## src/rtl/ehc_pkg.sv

```systemverilog
// ----------------------------------------------------------------------------
// ehc_pkg: shared types and constants for the header classifier
// Packet kinds, protocol numbers, fixed byte positions and the result record
// passed from the parser to the result register.
// ----------------------------------------------------------------------------
package ehc_pkg;

    // Classification codes, as seen on packet_kind
    typedef enum logic [2:0] {
        KIND_TCP      = 3'd0,
        KIND_UDP      = 3'd1,
        KIND_ICMP     = 3'd2,
        KIND_IPV4     = 3'd3,
        KIND_ARP      = 3'd4,
        KIND_OTHER    = 3'd5,
        KIND_BAD_IP   = 3'd6,
        KIND_BAD_TCP  = 3'd7
    } kind_t;

    // Ethertypes and IP protocol numbers
    localparam logic [15:0] ETYPE_IPV4     = 16'h0800;
    localparam logic [15:0] ETYPE_ARP      = 16'h0806;
    localparam logic [7:0]  PROTO_ICMP     = 8'd1;
    localparam logic [7:0]  PROTO_TCP      = 8'd6;
    localparam logic [7:0]  PROTO_UDP      = 8'd17;

    // Header sizes in bytes, and the minimum IHL in 32-bit words
    localparam logic [7:0] ETH_HDR_BYTES  = 8'd14;
    localparam logic [5:0] MIN_HDR_BYTES  = 6'd20;
    localparam logic [6:0] L4_FIXED_BYTES = 7'd8;
    localparam logic [3:0] MIN_IHL_WORDS  = 4'd5;

    // Fixed byte positions within the frame
    localparam logic [7:0] POS_ETYPE_HI = 8'd12;
    localparam logic [7:0] POS_ETYPE_LO = 8'd13;
    localparam logic [7:0] POS_IHL      = 8'd14;
    localparam logic [7:0] POS_TLEN_HI  = 8'd16;
    localparam logic [7:0] POS_TLEN_LO  = 8'd17;
    localparam logic [7:0] POS_PROTO    = 8'd23;
    localparam logic [7:0] POS_SIP_FIRST = 8'd26;
    localparam logic [7:0] POS_SIP_LAST  = 8'd29;
    localparam logic [7:0] POS_DIP_FIRST = 8'd30;
    localparam logic [7:0] POS_DIP_LAST  = 8'd33;
    localparam logic [7:0] POS_MAX       = 8'd255;

    // Offsets of transport fields from the start of the L4 header
    localparam logic [7:0] L4_SPORT_HI  = 8'd0;
    localparam logic [7:0] L4_SPORT_LO  = 8'd1;
    localparam logic [7:0] L4_DPORT_HI  = 8'd2;
    localparam logic [7:0] L4_DPORT_LO  = 8'd3;
    localparam logic [7:0] L4_TCP_DOFF  = 8'd12;

    // One classification result
    typedef struct packed {
        kind_t        kind;
        logic [31:0]  src_address;
        logic [31:0]  dst_address;
        logic [15:0]  src_port;
        logic [15:0]  dst_port;
        logic [15:0]  ip_total_length;
        logic [7:0]   payload_offset;
        logic [15:0]  payload_length;
    } result_t;

endpackage

```

## src/rtl/ehc_parser.sv

```systemverilog
// ----------------------------------------------------------------------------
// ehc_parser: per-frame header state and classification decision
// Tracks the byte position, captures header fields as they pass and forms
// the single result of a frame on the byte where its class is known.
// ----------------------------------------------------------------------------
module ehc_parser
(
    input  logic             clk,
    input  logic             rst_n,
    input  logic             step,
    input  logic [7:0]       octet,
    input  logic             start,
    output logic             emit,
    output ehc_pkg::result_t result
);
    import ehc_pkg::*;

    logic [7:0]  pos_reg,    pos_next,    pos_eff;
    logic        decided_reg, decided_next, decided_eff;
    logic [7:0]  etype_hi_reg, etype_hi_next, etype_hi_eff;
    logic [3:0]  ihl_reg,    ihl_next,    ihl_eff;
    logic [7:0]  proto_reg,  proto_next,  proto_eff;
    logic [15:0] tlen_reg,   tlen_next,   tlen_eff;
    logic [31:0] sip_reg,    sip_next,    sip_eff;
    logic [31:0] dip_reg,    dip_next,    dip_eff;
    logic [15:0] sport_reg,  sport_next,  sport_eff;
    logic [15:0] dport_reg,  dport_next,  dport_eff;

    logic [5:0]  hlen;
    logic [7:0]  l4_start;
    logic [5:0]  tcp_bytes;
    logic [6:0]  l4_bytes;
    logic [6:0]  hdr_sum;
    logic        with_ip;
    logic        with_ports;
    logic        zero_payload;
    kind_t       kind;
    logic [15:0] plen;
    logic [7:0]  offset;

    // A start mark clears the frame state before this byte is looked at
    always_comb
    begin
        if (start)
        begin
            pos_eff      = '0;
            decided_eff  = 1'b0;
            etype_hi_eff = '0;
            ihl_eff      = '0;
            proto_eff    = '0;
            tlen_eff     = '0;
            sip_eff      = '0;
            dip_eff      = '0;
            sport_eff    = '0;
            dport_eff    = '0;
        end
        else
        begin
            pos_eff      = pos_reg;
            decided_eff  = decided_reg;
            etype_hi_eff = etype_hi_reg;
            ihl_eff      = ihl_reg;
            proto_eff    = proto_reg;
            tlen_eff     = tlen_reg;
            sip_eff      = sip_reg;
            dip_eff      = dip_reg;
            sport_eff    = sport_reg;
            dport_eff    = dport_reg;
        end
    end

    assign hlen      = {ihl_eff, 2'b00};
    assign l4_start  = ETH_HDR_BYTES + {2'b00, hlen};
    assign tcp_bytes = {octet[7:4], 2'b00};

    // Capture fields and decide the class at its byte position
    always_comb
    begin
        pos_next      = pos_eff;
        etype_hi_next = etype_hi_eff;
        ihl_next      = ihl_eff;
        proto_next    = proto_eff;
        tlen_next     = tlen_eff;
        sip_next      = sip_eff;
        dip_next      = dip_eff;
        sport_next    = sport_eff;
        dport_next    = dport_eff;
        emit          = 1'b0;
        kind          = KIND_OTHER;
        with_ip       = 1'b0;
        with_ports    = 1'b0;
        zero_payload  = 1'b1;
        l4_bytes      = '0;

        if (!decided_eff)
        begin
            if (pos_eff != POS_MAX)
            begin
                pos_next = pos_eff + 8'd1;
            end

            if (pos_eff == POS_ETYPE_HI)
            begin
                etype_hi_next = octet;
            end
            else if (pos_eff == POS_ETYPE_LO)
            begin
                if ({etype_hi_eff, octet} == ETYPE_ARP)
                begin
                    emit = 1'b1;
                    kind = KIND_ARP;
                end
                else if ({etype_hi_eff, octet} != ETYPE_IPV4)
                begin
                    emit = 1'b1;
                    kind = KIND_OTHER;
                end
            end
            else if (pos_eff < ETH_HDR_BYTES)
            begin
                // Hold: MAC addresses are not captured
            end
            else if (pos_eff == POS_IHL)
            begin
                ihl_next = octet[3:0];
                if (octet[3:0] < MIN_IHL_WORDS)
                begin
                    emit = 1'b1;
                    kind = KIND_BAD_IP;
                end
            end
            else if (pos_eff == POS_TLEN_HI || pos_eff == POS_TLEN_LO)
            begin
                tlen_next = {tlen_eff[7:0], octet};
            end
            else if (pos_eff == POS_PROTO)
            begin
                proto_next = octet;
            end
            else if (pos_eff >= POS_SIP_FIRST && pos_eff <= POS_SIP_LAST)
            begin
                sip_next = {sip_eff[23:0], octet};
            end
            else if (pos_eff >= POS_DIP_FIRST && pos_eff <= POS_DIP_LAST)
            begin
                dip_next = {dip_eff[23:0], octet};
                if (pos_eff == POS_DIP_LAST)
                begin
                    if (proto_eff == PROTO_ICMP)
                    begin
                        emit         = 1'b1;
                        kind         = KIND_ICMP;
                        with_ip      = 1'b1;
                        zero_payload = 1'b0;
                        l4_bytes     = L4_FIXED_BYTES;
                    end
                    else if (proto_eff != PROTO_TCP && proto_eff != PROTO_UDP)
                    begin
                        emit         = 1'b1;
                        kind         = KIND_IPV4;
                        with_ip      = 1'b1;
                        zero_payload = 1'b0;
                    end
                end
            end
            else if (pos_eff == l4_start + L4_SPORT_HI || pos_eff == l4_start + L4_SPORT_LO)
            begin
                sport_next = {sport_eff[7:0], octet};
            end
            else if (pos_eff == l4_start + L4_DPORT_HI || pos_eff == l4_start + L4_DPORT_LO)
            begin
                dport_next = {dport_eff[7:0], octet};
                if (pos_eff == l4_start + L4_DPORT_LO && proto_eff == PROTO_UDP)
                begin
                    emit         = 1'b1;
                    kind         = KIND_UDP;
                    with_ip      = 1'b1;
                    with_ports   = 1'b1;
                    zero_payload = 1'b0;
                    l4_bytes     = L4_FIXED_BYTES;
                end
            end
            else if (pos_eff == l4_start + L4_TCP_DOFF && proto_eff == PROTO_TCP)
            begin
                emit       = 1'b1;
                with_ip    = 1'b1;
                with_ports = 1'b1;
                if (tcp_bytes < MIN_HDR_BYTES)
                begin
                    kind = KIND_BAD_TCP;
                end
                else
                begin
                    kind         = KIND_TCP;
                    zero_payload = 1'b0;
                    l4_bytes     = {1'b0, tcp_bytes};
                end
            end
        end
    end

    // Payload offset and saturated payload length
    assign hdr_sum = {1'b0, hlen} + l4_bytes;
    assign offset  = l4_start + {1'b0, l4_bytes};
    assign plen    = (tlen_next > {9'd0, hdr_sum}) ? (tlen_next - {9'd0, hdr_sum}) : 16'd0;

    always_comb
    begin
        result.kind            = kind;
        result.src_address     = with_ip ? sip_next : 32'd0;
        result.dst_address     = with_ip ? dip_next : 32'd0;
        result.ip_total_length = with_ip ? tlen_next : 16'd0;
        result.src_port        = with_ports ? sport_next : 16'd0;
        result.dst_port        = with_ports ? dport_next : 16'd0;
        result.payload_offset  = zero_payload ? 8'd0 : offset;
        result.payload_length  = zero_payload ? 16'd0 : plen;
    end

    assign decided_next = decided_eff | emit;

    // Advance the frame state on each processed item
    always_ff @(posedge clk or negedge rst_n)
    begin
        if (!rst_n)
        begin
            pos_reg      <= '0;
            decided_reg  <= 1'b1;
            etype_hi_reg <= '0;
            ihl_reg      <= '0;
            proto_reg    <= '0;
            tlen_reg     <= '0;
            sip_reg      <= '0;
            dip_reg      <= '0;
            sport_reg    <= '0;
            dport_reg    <= '0;
        end
        else if (step)
        begin
            pos_reg      <= pos_next;
            decided_reg  <= decided_next;
            etype_hi_reg <= etype_hi_next;
            ihl_reg      <= ihl_next;
            proto_reg    <= proto_next;
            tlen_reg     <= tlen_next;
            sip_reg      <= sip_next;
            dip_reg      <= dip_next;
            sport_reg    <= sport_next;
            dport_reg    <= dport_next;
        end
    end

endmodule

```

## src/rtl/ehc_result_reg.sv

```systemverilog
// ----------------------------------------------------------------------------
// ehc_result_reg: output register of the classifier
// Holds one result item until the receiver takes it; loads a new one on
// every advance of the pipeline.
// ----------------------------------------------------------------------------
module ehc_result_reg
(
    input  logic             clk,
    input  logic             rst_n,
    input  logic             advance,
    input  logic             load_valid,
    input  ehc_pkg::result_t load_data,
    output logic             held_valid,
    output ehc_pkg::result_t held_data
);
    import ehc_pkg::*;

    logic    valid_reg;
    logic    valid_next;
    result_t data_reg;
    result_t data_next;

    // On advance the old item is gone or taken; replace it
    assign valid_next = advance ? load_valid : valid_reg;
    assign data_next  = (advance && load_valid) ? load_data : data_reg;

    always_ff @(posedge clk or negedge rst_n)
    begin
        if (!rst_n)
        begin
            valid_reg <= 1'b0;
        end
        else
        begin
            valid_reg <= valid_next;
        end
    end

    always_ff @(posedge clk)
    begin
        data_reg <= data_next;
    end

    assign held_valid = valid_reg;
    assign held_data  = data_reg;

endmodule

```

## src/rtl/eth_ipv4_l4_header_classifier.sv

```systemverilog
// ----------------------------------------------------------------------------
// eth_ipv4_l4_header_classifier: Ethernet / IPv4 / TCP-UDP header classifier
// Parses a byte stream of Ethernet frames and gives one class per frame.
// ----------------------------------------------------------------------------
// Usage:
//   Frame channel: frame_octet/frame_start with frame_valid and frame_stall.
//   One byte is taken per unstalled cycle; frame_start marks byte 0 of a
//   frame. Bytes outside an open frame, and after the frame's result, are
//   dropped. Result channel: packet_kind plus addresses, ports and lengths
//   with result_valid and result_stall. At most one item per frame,
//   produced on the byte where the class is known (byte 13 for non-IPv4,
//   byte 14 for a bad IP header length, byte 33 for ICMP and other IPv4,
//   the UDP destination port, or the TCP data offset byte).
//   Path: the deciding byte passes the input register and the combinational
//   parser into the result register, which then shows the result as valid.
//   Throughput: one byte per cycle while frame_stall is low; the parser
//   updates the frame state once per processed byte.
//   Stall: while a result waits under result_stall, frame_stall is raised
//   and the input register, parser state and result all hold.
//   Reset: no frame is open; the first frame_start begins parsing.
// ----------------------------------------------------------------------------
module eth_ipv4_l4_header_classifier
(
    input  logic        clk,
    input  logic        rst_n,
    input  logic        frame_valid,
    output logic        frame_stall,
    input  logic [7:0]  frame_octet,
    input  logic        frame_start,
    output logic        result_valid,
    input  logic        result_stall,
    output logic [2:0]  packet_kind,
    output logic [31:0] src_address,
    output logic [31:0] dst_address,
    output logic [15:0] src_port,
    output logic [15:0] dst_port,
    output logic [15:0] ip_total_length,
    output logic [7:0]  payload_offset,
    output logic [15:0] payload_length
);
    import ehc_pkg::*;

    logic        advance;
    logic        in_valid_reg;
    logic        in_valid_next;
    logic [7:0]  in_octet_reg;
    logic [7:0]  in_octet_next;
    logic        in_start_reg;
    logic        in_start_next;
    logic        parse_emit;
    result_t     parse_result;
    result_t     held_result;

    // Pipeline moves whenever the result register is free or being taken
    assign advance     = !(result_valid && result_stall);
    assign frame_stall = !advance;

    // Input register
    assign in_valid_next = advance ? frame_valid : in_valid_reg;
    assign in_octet_next = (advance && frame_valid) ? frame_octet : in_octet_reg;
    assign in_start_next = (advance && frame_valid) ? frame_start : in_start_reg;

    always_ff @(posedge clk or negedge rst_n)
    begin
        if (!rst_n)
        begin
            in_valid_reg <= 1'b0;
        end
        else
        begin
            in_valid_reg <= in_valid_next;
        end
    end

    always_ff @(posedge clk)
    begin
        in_octet_reg <= in_octet_next;
        in_start_reg <= in_start_next;
    end

    // Header parser
    ehc_parser u_parser
    (
        .clk    (clk),
        .rst_n  (rst_n),
        .step   (advance && in_valid_reg),
        .octet  (in_octet_reg),
        .start  (in_start_reg),
        .emit   (parse_emit),
        .result (parse_result)
    );

    // Result register
    ehc_result_reg u_result
    (
        .clk        (clk),
        .rst_n      (rst_n),
        .advance    (advance),
        .load_valid (parse_emit && in_valid_reg),
        .load_data  (parse_result),
        .held_valid (result_valid),
        .held_data  (held_result)
    );

    assign packet_kind     = held_result.kind;
    assign src_address     = held_result.src_address;
    assign dst_address     = held_result.dst_address;
    assign src_port        = held_result.src_port;
    assign dst_port        = held_result.dst_port;
    assign ip_total_length = held_result.ip_total_length;
    assign payload_offset  = held_result.payload_offset;
    assign payload_length  = held_result.payload_length;

    // Non-IP classes and bad IP headers carry no addresses or ports
    a_non_ip_zero: assert property (@(posedge clk) disable iff (!rst_n)
        result_valid && (packet_kind == KIND_ARP || packet_kind == KIND_OTHER
                         || packet_kind == KIND_BAD_IP)
        |-> src_address == 32'd0 && dst_address == 32'd0 && src_port == 16'd0
            && dst_port == 16'd0 && ip_total_length == 16'd0)
        else $error("non-IP result carries header fields");

    // A bad TCP header gives no payload position
    a_bad_tcp_payload: assert property (@(posedge clk) disable iff (!rst_n)
        result_valid && packet_kind == KIND_BAD_TCP
        |-> payload_offset == 8'd0 && payload_length == 16'd0)
        else $error("bad TCP header result has payload fields");

    // TCP payload starts past minimal Ethernet, IP and TCP headers
    a_tcp_offset: assert property (@(posedge clk) disable iff (!rst_n)
        result_valid && packet_kind == KIND_TCP |-> payload_offset >= 8'd54)
        else $error("TCP payload offset too small");

    // A stalled pipeline keeps the pending input byte
    a_input_hold: assert property (@(posedge clk) disable iff (!rst_n)
        frame_stall && in_valid_reg |=> in_valid_reg && $stable(in_octet_reg)
                                        && $stable(in_start_reg))
        else $error("input register changed under stall");

endmodule

```

## config.mk

```make
export PLATFORM = sky130hd
export DESIGN_NAME = eth_ipv4_l4_header_classifier
export DESIGN_NICKNAME = d
export VERILOG_FILES = /design/src/rtl/ehc_pkg.sv /design/src/rtl/ehc_parser.sv /design/src/rtl/ehc_result_reg.sv /design/src/rtl/eth_ipv4_l4_header_classifier.sv
export SDC_FILE = /design/constraint.sdc
export NUM_CORES = 1
export LEC_CHECK = 0
export ABC_CLOCK_PERIOD_IN_PS = 9180
export BUFFER_PORTS_ARGS = -buffer_cell sky130_fd_sc_hd__buf_4
export CORE_UTILIZATION = 29
export CTS_BUF_LIST = sky130_fd_sc_hd__clkbuf_2
export DETAILED_ROUTE_END_ITERATION = 10
export GPL_ROUTABILITY_DRIVEN = 0
export HOLD_SLACK_MARGIN = 0.05
export REMOVE_ABC_BUFFERS = 1
export SETUP_SLACK_MARGIN = 0.2
export SKIP_LAST_GASP = 1
export SLEW_MARGIN = 20
export SYNTH_ARGS = -nofsm -noshare
export SYNTH_HDL_FRONTEND = slang
export SYNTH_HIERARCHICAL = 1
export SYNTH_SLANG_ARGS = --single-unit
```

## constraint.sdc

```tcl
create_clock -name clk -period 9.18 [get_ports clk]
set_input_delay 0.918 -clock clk [delete_from_list [all_inputs] [get_ports clk]]
set_output_delay 0.918 -clock clk [all_outputs]
set_load 0.01 [all_outputs]
```

==> results of run 1 <==
-- synth_stat cells (4+ instances only) --
library cell / count
nand2_1: 202
edfxtp_1: 148
dfrtp_1: 142
a21oi_1: 128
nor2_1: 67
clkbuf_1: 65
a22o_1: 55
o2bb2ai_1: 49
a21boi_0: 48
nand3_1: 43
nor3_1: 31
inv_1: 28
o21ai_0: 28
and3_1: 26
buf_2: 23
ha_1: 22
nor2b_1: 15
xnor2_1: 15
mux2i_1: 13
xor2_1: 11
a21o_1: 9
a221o_1: 9
nor4_1: 8
buf_4: 7
mux2_2: 7
o211ai_1: 7
o21ai_1: 6
or2_2: 6
and2_1: 5
nand2b_1: 5
nand4_1: 5
nor4b_1: 5
a211oi_1: 4
a22oi_1: 4
nand3b_1: 4
-- power by group --
| group | switching (W) | total (W) | internal (W) | leakage (nW) |
|---|---|---|---|---|
| Combinational | 0.000254 | 0.000403 | 0.000150 | 2.88 |
| Clock | 0.000571 | 0.000958 | 0.000386 | 0.581 |
| Sequential | 0.0000732 | 0.00153 | 0.00145 | 3.34 |
| Total | 0.000898 | 0.00289 | 0.00199 | 6.80 |
-- worst max-delay path, cell delays in order, from the launching register on --
cell and delay, ps:
edfxtp_1 410, inv_2 80, buf_4 560, nand2_1 310
inv_1 180, ha_1 320, nor3_1 110, mux4_2 520
o211ai_1 420, nor2_1 220, and3_1 300, ha_1 230
fa_1 430, a21o_1 170, a21oi_1 170, ha_1 320
a21o_1 200, a31oi_1 400, nand3b_1 210, or4_2 580
a211oi_1 240
-- cell families (layout without fill, tap and decap cells) --
logic type / after synthesis / count (layout) / synth area share (%)
other: 1 / 3 / 0.0263
buffers and inverters: 128 / 365 / 3.81
DFF: 291 / 291 / 56.3
muxes: 23 / 23 / 1.83
xor gates and xnor gates: 26 / 26 / 1.60
adders and majority gates: 25 / 25 / 2.35
and+or+nand+nor: 449 / 449 / 15.1
AOI/OAI and AO/OA: 386 / 386 / 19.1
-- metrics by stage --
stage               hold slack [ps]  cell area, um2  instances  power [W]  utilization, %
global placement                471           16000       2066    0.00193            33.3
global route                    251           16900       2224    0.00306            35.1
CTS                             189           16900       2222    0.00294            35.1
detailed placement              474           16000       2066    0.00195            33.3
finish                          344           16900       2224    0.00289            35.1
floorplan                       456           13800       1230    0.00180               -
-- repair_timing --
action                                 4_1_cts  5_1_grt
hold buffers                                11        0
gates resized for setup                      0        0
endpoints found under the hold margin       70        0
-- layout make-up --
type	instances	area [um2]
fillers	4833	31200
flip-flops and latches	291	8020
multi-input cells	910	5740
repair buffers	191	1470
well taps	656	821
clock buffers	124	621
clock inverters	21	116
inverters	29	109
diodes	2	5.00
-- routing by layer --
metal,track usage (%),routed length (um)
met5,0,0
met4,7.58,1170
met3,3.97,2800
met2,24.9,18800
met1,21.6,17900
-- final timing paths --
kind	to	from
worst max-delay path	u_result/held_data[13]	in_start_reg
worst min-delay path	u_result/held_valid	result_stall
worst max register to register	u_result/held_data[13]	in_start_reg
worst min register to register	u_parser/dip_reg[30]	u_parser/dip_reg[30]
max in group asynchronous	u_parser/ihl_reg[3]	rst_n
min in group asynchronous	u_parser/dip_reg[30]	rst_n
==> reports/results.ini, run 1 <==
[clock_network]
cts_buffers=79
cts_setup_buffers=0
cts_tree=done
cts_num_sinks=291
cts_max_level=3
cts_buffer_depth=3
cts.clk_slew.worst_paths_ps=100
insertion_delay_ps=1010
cts-root-buf=clkbuf_2

[detailed_routing]
wl_per_cell_um=18.3
drt_iter0_markers=911
firstDrtPassIters=6
ant_nets=0
drc=0
avgViaCountPerCell=5.10
routed_wirelength_mm=40.7
via_count=11350

[logic_synthesis]
synthCells=1329
synth_ff_type=edfxtp_1
synth.distinct_cells=86
synth_seq_cells=291
yosys.area.top_type=edfxtp_1
ys_seq_area_share_pct=56.3
avgSynthCellArea_um2=10.7
synthTopCellsByArea=edfxtp_1 31%, dfrtp_1 25%, nand2_1 5.3%
ys_warn_count=6
synth_edf_count=148
synth_area_um2=14300
synth_async_sr_flop_share_pct=49.1
netlist.area_leader.share_pct=31.2

[worst_setup_path]
crit_arrival_ps=7380
end_kind=flop
cp-start-kind=flop
critPathRequiredTime_ps=10010
r2r_cells=20
crit_fanout=62
setup.worst_path.class=flop to flop
reg2reg_slack_ps=2630

[floorplanning]
io_pins=154
die_w_um=224
fp.dieArea_um2=50100
start_util_pct=29.6
die_h_um=224
fp-row-count=80
core_um2=48100

[grt]
grt_overflow=0
grt_pass1_wl_mm=63.6
grt_max_degree=84
grt_pass1_vias=11198
grt.total_usage_pct=16.3
antenna_found_initial=2

[layout]
layout_commonest_cell=nand2_1
drive_gt1_share_pct=23.1
area_growth_pct=18.5
largest_reg_flops=139
final_cell_mix=202 x nand2_1, 178 x buf_4, 148 x edfxtp_1
final_net_count=1540

[sta]
drv_slew=0
period_needed_ps=6550
tns_ps=0
fin_skew_ps=70.3
setup_slack_ps=2630
fmax_mhz=153
post-route-period-util_pct=71.4
tightest_slew_ps=1060
rsz0062_at_grt=no
finalSetupViolCount=0
maxSlewHeadroom_pct=29.6
hold_viol_final=0

[outcome]
outcome=completed

[min_path]
holdPathStages=3
hold_path_class=input pin to flop

[placed_design]
place_ws_ps=2740
io_buffer_count=153
dp_hpwl_mm=25.6

[power_and_ir_drop]
peakVddDrop_mv=0.0575
p_leak_nw=6.80
p_per_area_nw_per_um2=171

[run]
max-cap-violations=0

Note: power is estimated with default switching activity, not from simulation.
==> inputs of run 2 (changes only) <==
--- a/config.mk
+++ b/config.mk
@@ -5,7 +5,7 @@
 export SDC_FILE = /design/constraint.sdc
 export NUM_CORES = 1
 export LEC_CHECK = 0
-export ABC_CLOCK_PERIOD_IN_PS = 9180
+export ABC_CLOCK_PERIOD_IN_PS = 6500
 export BUFFER_PORTS_ARGS = -buffer_cell sky130_fd_sc_hd__buf_4
 export CORE_UTILIZATION = 29
 export CTS_BUF_LIST = sky130_fd_sc_hd__clkbuf_2
==> constraint.sdc (replaced) <==
create_clock -name clk -period 6.5 [get_ports clk]
set_input_delay 0.65 -clock clk [delete_from_list [all_inputs] [get_ports clk]]
set_output_delay 0.65 -clock clk [all_outputs]
set_load 0.01 [all_outputs]
==> run 2 against run 1 <==
Final cell count rose by 0.45%. Critical path depth grew 1. Setup slack got worse by 2000 ps. Global-route usage is 0.13 points higher. Sequential power rose by 41%. Final area is 0.80% higher. Utilization rose by 0.28 points. Non-clock buffer count increased by 8. Clock skew is 7.1 ps lower. Critical path type unchanged. Critical endpoint unchanged. Largest power group unchanged. Highest routed layer is now met5.
==> reports/results.ini, run 2 (synthesis gave the netlist of run 1 again) <==
[placed_design]
placedInstanceArea_um2=16100  ; was 16000 um2
dp.cells=2069  ; was 2066
dp_hpwl_mm=26.2  ; was 25.6 mm
io_buffer_count=153  ; unchanged

[clock_network]
cts-root-buf=clkbuf_2  ; unchanged
cts_num_sinks=291  ; unchanged
cts_tree=done  ; unchanged
cts_buffer_depth=3  ; unchanged
cts.clk_slew.worst_paths_ps=100  ; about the same
cts_buffers=79  ; unchanged
cts_max_level=3  ; unchanged
insertion_delay_ps=1050  ; was 1010 ps

[worst_setup_path]
cp-start-kind=flop  ; unchanged
end_kind=flop  ; unchanged
worst-path-buf-inv=5  ; was 3
crit_family=simple AND/OR/NAND/NOR gates  ; unchanged
critPathSlowestCell=or4_2  ; unchanged
crit_fanout=25  ; was 62
crit_top_cell=ha_1  ; unchanged
slowest_delay_ps=550  ; was 580 ps
setup.worst_path.class=flop to flop  ; unchanged
critPathRequiredTime_ps=7320  ; was 10010 ps
crit_arrival_ps=6680  ; was 7380 ps
crit_chain=inv_2, buf_6, nand2_1, ha_1, or2_0, buf_4, o32ai_2, o211ai_1, buf_4, nor2_1, and3_1, ha_1, fa_1, inv_1, ha_1, a21o_1, a21o_1, a31oi_2, nand3b_1, or4_2, a211oi_1  ; was inv_2, buf_4, nand2_1, inv_1, ha_1, nor3_1, mux4_2, o211ai_1, nor2_1, and3_1, ha_1, fa_1, a21o_1, a21oi_1, ha_1, a21o_1, a31oi_1, nand3b_1, or4_2, a211oi_1

[floorplanning]
start_util_pct=29.6  ; unchanged
die_h_um=224  ; unchanged
core_um2=48100  ; unchanged
io_pins=154  ; unchanged
fp.dieArea_um2=50100  ; unchanged
fp-row-count=80  ; unchanged
die_w_um=224  ; unchanged

[sta]
fin_skew_ps=63.2  ; was 70.3 ps
fmax_mhz=171  ; was 153 MHz
post-route-period-util_pct=90.2  ; was 71.4%
period_needed_ps=5860  ; was 6550 ps
holdWs_ps=241  ; was 344 ps
maxSlewHeadroom_pct=33.5  ; was 29.6%
rsz0062_at_grt=no  ; unchanged
finalSetupViolCount=0  ; unchanged
tns_ps=0  ; unchanged
hold_viol_final=0  ; unchanged
tightest_slew_ps=995  ; was 1060 ps
drv_slew=0  ; unchanged

[grt]
antenna_found_initial=3  ; was 2
grt_pass1_vias=11257  ; was 11198
grt_overflow=0  ; unchanged
grt_pass1_wl_mm=64.3  ; was 63.6 mm
grt.total_usage_pct=16.4  ; was 16.3%
grt_max_degree=90  ; was 84

[layout]
final_area_um2=17000  ; was 16900 um2
regArea_um2=8020  ; unchanged
area_growth_pct=19.5  ; was 18.5%
stdcell_count=2234  ; was 2224
final_net_count=1548  ; was 1540
multi_input_area_um2=5760  ; was 5740 um2
layout_commonest_cell=nand2_1  ; unchanged
final_cell_mix=202 x nand2_1, 182 x buf_4, 148 x edfxtp_1  ; was 202 x nand2_1, 178 x buf_4, 148 x edfxtp_1
fill_cells=4833  ; unchanged
drive_gt1_share_pct=23.3  ; was 23.1%
largest_reg_flops=139  ; unchanged

[power_and_ir_drop]
p_leak_nw=6.85  ; was 6.80 nW
total_power_w=0.00411  ; was 0.00289 W
p_per_area_nw_per_um2=241  ; was 171 nW/um2
peakVddDrop_mv=0.0965  ; was 0.0575 mV

[min_path]
hold_path_class=input pin to asynchronous set/reset pin  ; was input pin to flop

[detailed_routing]
routed_wirelength_mm=41.1  ; was 40.7 mm
ant_nets=0  ; unchanged
drt_iter0_markers=853  ; was 911
avgViaCountPerCell=5.12  ; was 5.10
firstDrtPassIters=5  ; was 6
via_count=11447  ; was 11350
wl_per_cell_um=18.4  ; was 18.3 um
drc=0  ; unchanged

[outcome]
outcome=completed  ; unchanged

[run]
max-cap-violations=0  ; unchanged

run 2: changes by cell type in the layout (fill, tap and decap cells not counted), sizes merged:
cell	before	now
clkbuf	124	118
diode	2	4
bufinv	1	2
buf	180	186
dlygate4sd3	11	13
clkinvlp	1	0
clkinv	16	22
run 2: where the power goes:
part	leakage [nW]	total, W	switching [W]	internal (W)
Clock	0.587	0.00136	0.000795	0.000569
Sequential	3.34	0.00215	0.000103	0.00205
Combinational	2.93	0.000590	0.000363	0.000227
Total	6.85	0.00411	0.00126	0.00285
run 2: routing by layer:
layer,track usage [%],part of all wire (%),vias to the layer above
li1,-,-,5304
met1,22.1,44,5644
met2,25.0,47,413
met3,4.21,6.1,84
met4,6.87,2.7,2
met5,0,0.041,-
run 2: timing repair:
| item | in CTS | in global routing |
|---|---|---|
| resized for setup | 0 | 5 |
| hold buffers | 13 | 0 |
| setup buffers | 0 | 3 |
| setup endpoints to repair | 0 | 16 |
| endpoints found under the hold margin | 98 | 0 |
run 2: worst register-to-register path, cell delays in order (launching register included):
cell and delay, ps:
edfxtp_1 440, inv_2 120, buf_6 250, nand2_1 170
ha_1 320, or2_0 230, buf_4 170, o32ai_2 360
o211ai_1 200, buf_4 200, nor2_1 350, and3_1 250
ha_1 200, fa_1 420, inv_1 110, ha_1 250
a21o_1 160, a21o_1 200, a31oi_2 310, nand3b_1 170
or4_2 550, a211oi_1 240
run 2: worst paths after layout:
path                       slack [ps]                      to  depth (start not counted)                  from
setup / recovery                  640  u_result/held_data[13]                         21          in_start_reg
min in group clk                  340         in_octet_reg[2]                          2        frame_octet[2]
hold / removal                    240    u_parser/dip_reg[25]                          2                 rst_n
setup reg to reg                  640  u_result/held_data[13]                         21          in_start_reg
max in group asynchronous        4930    u_parser/sip_reg[18]                          3                 rst_n
hold reg to reg                   500    u_parser/sip_reg[24]                          1  u_parser/sip_reg[24]
run 2: stage by stage:
step | worst slack (ps) | utilization, %
final | 638 | 35.4
after global routing | 238 | 35.4
after CTS | 341 | 35.2
after floorplan | -1300 | -
after detailed placement | 408 | 33.4
after global placement | 657 | 33.4
run 2: final cells by class:
| type | count | area share, % |
|---|---|---|
| clock buffers | 118 | 3.46 |
| flip-flops and latches | 291 | 47.1 |
| inverters | 29 | 0.639 |
| clock inverters | 27 | 0.991 |
| diodes | 4 | 0.0587 |
| multi-input cells | 910 | 33.8 |
| repair buffers | 199 | 9.15 |
| well taps | 656 | 4.82 |
==> inputs of run 3 (changes only) <==
--- a/config.mk
+++ b/config.mk
@@ -7,11 +7,13 @@
 export LEC_CHECK = 0
 export ABC_CLOCK_PERIOD_IN_PS = 6500
 export BUFFER_PORTS_ARGS = -buffer_cell sky130_fd_sc_hd__buf_4
+export CORE_MARGIN = 2
 export CORE_UTILIZATION = 29
 export CTS_BUF_LIST = sky130_fd_sc_hd__clkbuf_2
 export DETAILED_ROUTE_END_ITERATION = 10
 export GPL_ROUTABILITY_DRIVEN = 0
 export HOLD_SLACK_MARGIN = 0.05
+export PLACE_DENSITY = 0.54
 export REMOVE_ABC_BUFFERS = 1
 export SETUP_SLACK_MARGIN = 0.2
 export SKIP_LAST_GASP = 1
==> run 3 against run 2 <==
Count of clock-buffer cells in the layout up 6. Setup slack lost 62 ps. First-iteration DRC count increased by 13%. Final area is the same. Largest power group unchanged.
==> reports/results.ini, run 3 (synthesis gave the netlist of run 1 again) <==
[layout]
largest_reg_flops=139  ; unchanged
multi_input_area_um2=5770  ; was 5760 um2
fill_cells=4915  ; was 4833
final_net_count=1547  ; was 1548
regArea_um2=8020  ; unchanged
area_growth_pct=19.5  ; unchanged
layout_commonest_cell=nand2_1  ; unchanged
final_cell_mix=202 x nand2_1, 180 x buf_4, 148 x edfxtp_1  ; was 202 x nand2_1, 182 x buf_4, 148 x edfxtp_1
drive_gt1_share_pct=23.3  ; about the same
final_area_um2=17000  ; unchanged
stdcell_count=2238  ; was 2234

[sta]
maxSlewHeadroom_pct=31.1  ; was 33.5%
holdWs_ps=169  ; was 241 ps
drv_slew=0  ; unchanged
finalSetupViolCount=0  ; unchanged
period_needed_ps=5920  ; was 5860 ps
rsz0062_at_grt=no  ; unchanged
tns_ps=0  ; unchanged
fin_skew_ps=116  ; was 63.2 ps
hold_viol_final=0  ; unchanged
post-route-period-util_pct=91.1  ; was 90.2%
tightest_slew_ps=1030  ; was 995 ps
fmax_mhz=169  ; was 171 MHz
setup_slack_ps=576  ; was 638 ps

[power_and_ir_drop]
p_per_area_nw_per_um2=239  ; was 241 nW/um2
peakVddDrop_mv=0.0819  ; was 0.0965 mV
p_leak_nw=6.84  ; was 6.85 nW

[floorplanning]
die_w_um=226  ; was 224 um
core_um2=48700  ; was 48100 um2
die_h_um=226  ; was 224 um
io_pins=154  ; unchanged
fp.dieArea_um2=51000  ; was 50100 um2
start_util_pct=29.3  ; was 29.6%
fp-row-count=81  ; was 80

[worst_setup_path]
slowest_delay_ps=560  ; was 550 ps
critPathSlowestCell=or4_2  ; unchanged
reg2reg_slack_ps=580  ; was 640 ps
cp-start-kind=flop  ; unchanged
crit_arrival_ps=6700  ; was 6680 ps
crit_top_cell=ha_1  ; unchanged
end_kind=flop  ; unchanged
setup.worst_path.class=flop to flop  ; unchanged
critPathRequiredTime_ps=7280  ; was 7320 ps
r2r_cells=19  ; was 21
r2r_end=u_result/held_data[13]  ; unchanged
crit_chain=clkinv_2, nand2_1, inv_1, ha_1, or2_0, o32ai_2, o211ai_1, nor2_2, and3_1, ha_1, fa_1, inv_1, ha_1, a21o_1, a21o_1, a31oi_2, nand3b_1, or4_2, a211oi_1  ; was inv_2, buf_6, nand2_1, ha_1, or2_0, buf_4, o32ai_2, o211ai_1, buf_4, nor2_1, and3_1, ha_1, fa_1, inv_1, ha_1, a21o_1, a21o_1, a31oi_2, nand3b_1, or4_2, a211oi_1
r2r_start=in_start_reg  ; unchanged
crit_fanout=18  ; was 25

[grt]
grt_pass1_wl_mm=63.8  ; was 64.3 mm
grt_max_degree=112  ; was 90
antenna_found_initial=2  ; was 3
grt.total_usage_pct=16.2  ; was 16.4%
grt_pass1_vias=11140  ; was 11257
grt_overflow=0  ; unchanged

[outcome]
outcome=completed  ; unchanged

[detailed_routing]
wl_per_cell_um=18.6  ; was 18.4 um
ant_nets=0  ; unchanged
firstDrtPassIters=5  ; unchanged
drt_iter0_markers=960  ; was 853
drc=0  ; unchanged
via_count=11412  ; was 11447
avgViaCountPerCell=5.10  ; was 5.12
routed_wirelength_mm=41.6  ; was 41.1 mm

[clock_network]
cts_max_level=3  ; unchanged
cts_buffers=78  ; was 79
cts.clk_slew.worst_paths_ps=110  ; was 100 ps
cts_num_sinks=291  ; unchanged
cts_buffer_depth=3  ; unchanged
cts_tree=done  ; unchanged
insertion_delay_ps=1030  ; was 1050 ps
cts-root-buf=clkbuf_2  ; unchanged

[min_path]
hold_path_class=input pin to asynchronous set/reset pin  ; unchanged

[placed_design]
dp_hpwl_mm=26.4  ; was 26.2 mm
place_ws_ps=239  ; was 408 ps
placedInstanceArea_um2=16100  ; about the same
dp.cells=2077  ; was 2069
io_buffer_count=153  ; unchanged

[run]
max-cap-violations=0  ; unchanged

[run 3: cell types whose count changed in the layout (fill, tap and decap cells not counted), sizes merged]
cell         delta
bufinv          -1
diode           -2
buf             -1
clkbuf          +6
dlygate4sd3     +1
inv             -1
clkinv          -6
[run 3: worst max path at each step]
stage	from	to	slack, ps
after global routing	in_start_reg	u_result/held_data[14]	210
after floorplan	in_start_reg	u_result/held_data[3]	-1300
after global placement	in_start_reg	u_result/held_data[3]	500
final	in_start_reg	u_result/held_data[13]	580
after CTS	in_start_reg	u_result/held_data[13]	270
after detailed placement	in_start_reg	u_result/held_data[5]	240
[run 3: per-stage QoR]
stage	util [%]	power, W
6_report	35.0	0.00408
5_1_grt	35.0	0.00432
4_1_cts	34.9	0.00415
3_5_place_dp	33.1	0.00276
3_3_place_gp	33.0	0.00275
2_1_floorplan	-	0.00254
[run 3: critical path: cells and delay by family (launching register included)]
family,cells,cell delay (ps)
buffers and inverters,3,520
AOI/OAI and AO/OA,6,1630
and+or+nand+nor,6,1940
adders and majority gates,4,1200
DFF,1,450
[run 3: layer usage]
metal	global-route usage [%]	share of wire, %
met1	21.7	45
met4	6.52	2.2
met2	25.2	47
met3	3.70	6.3
met5	0	0
[run 3: power breakdown]
group          leakage [nW]  internal [W]  switching, W
Clock                 0.571      0.000544      0.000787
Sequential             3.34       0.00205      0.000103
Combinational          2.93      0.000226      0.000366
[run 3: area by class of cell]
type | count | share of cell area, %
flip-flops and latches | 291 | 47.1
well taps | 664 | 4.87
multi-input cells | 910 | 33.9
repair buffers | 199 | 9.24
clock inverters | 19 | 0.639
clock buffers | 124 | 3.64
diodes | 2 | 0.0294
inverters | 29 | 0.646
[run 3: timing repair]
item	CTS	global route
setup buffers	2	0
setup endpoints to repair	10	16
endpoints found under the hold margin	78	0
hold buffers	14	0
pin swaps	1	0
resized for setup	0	7
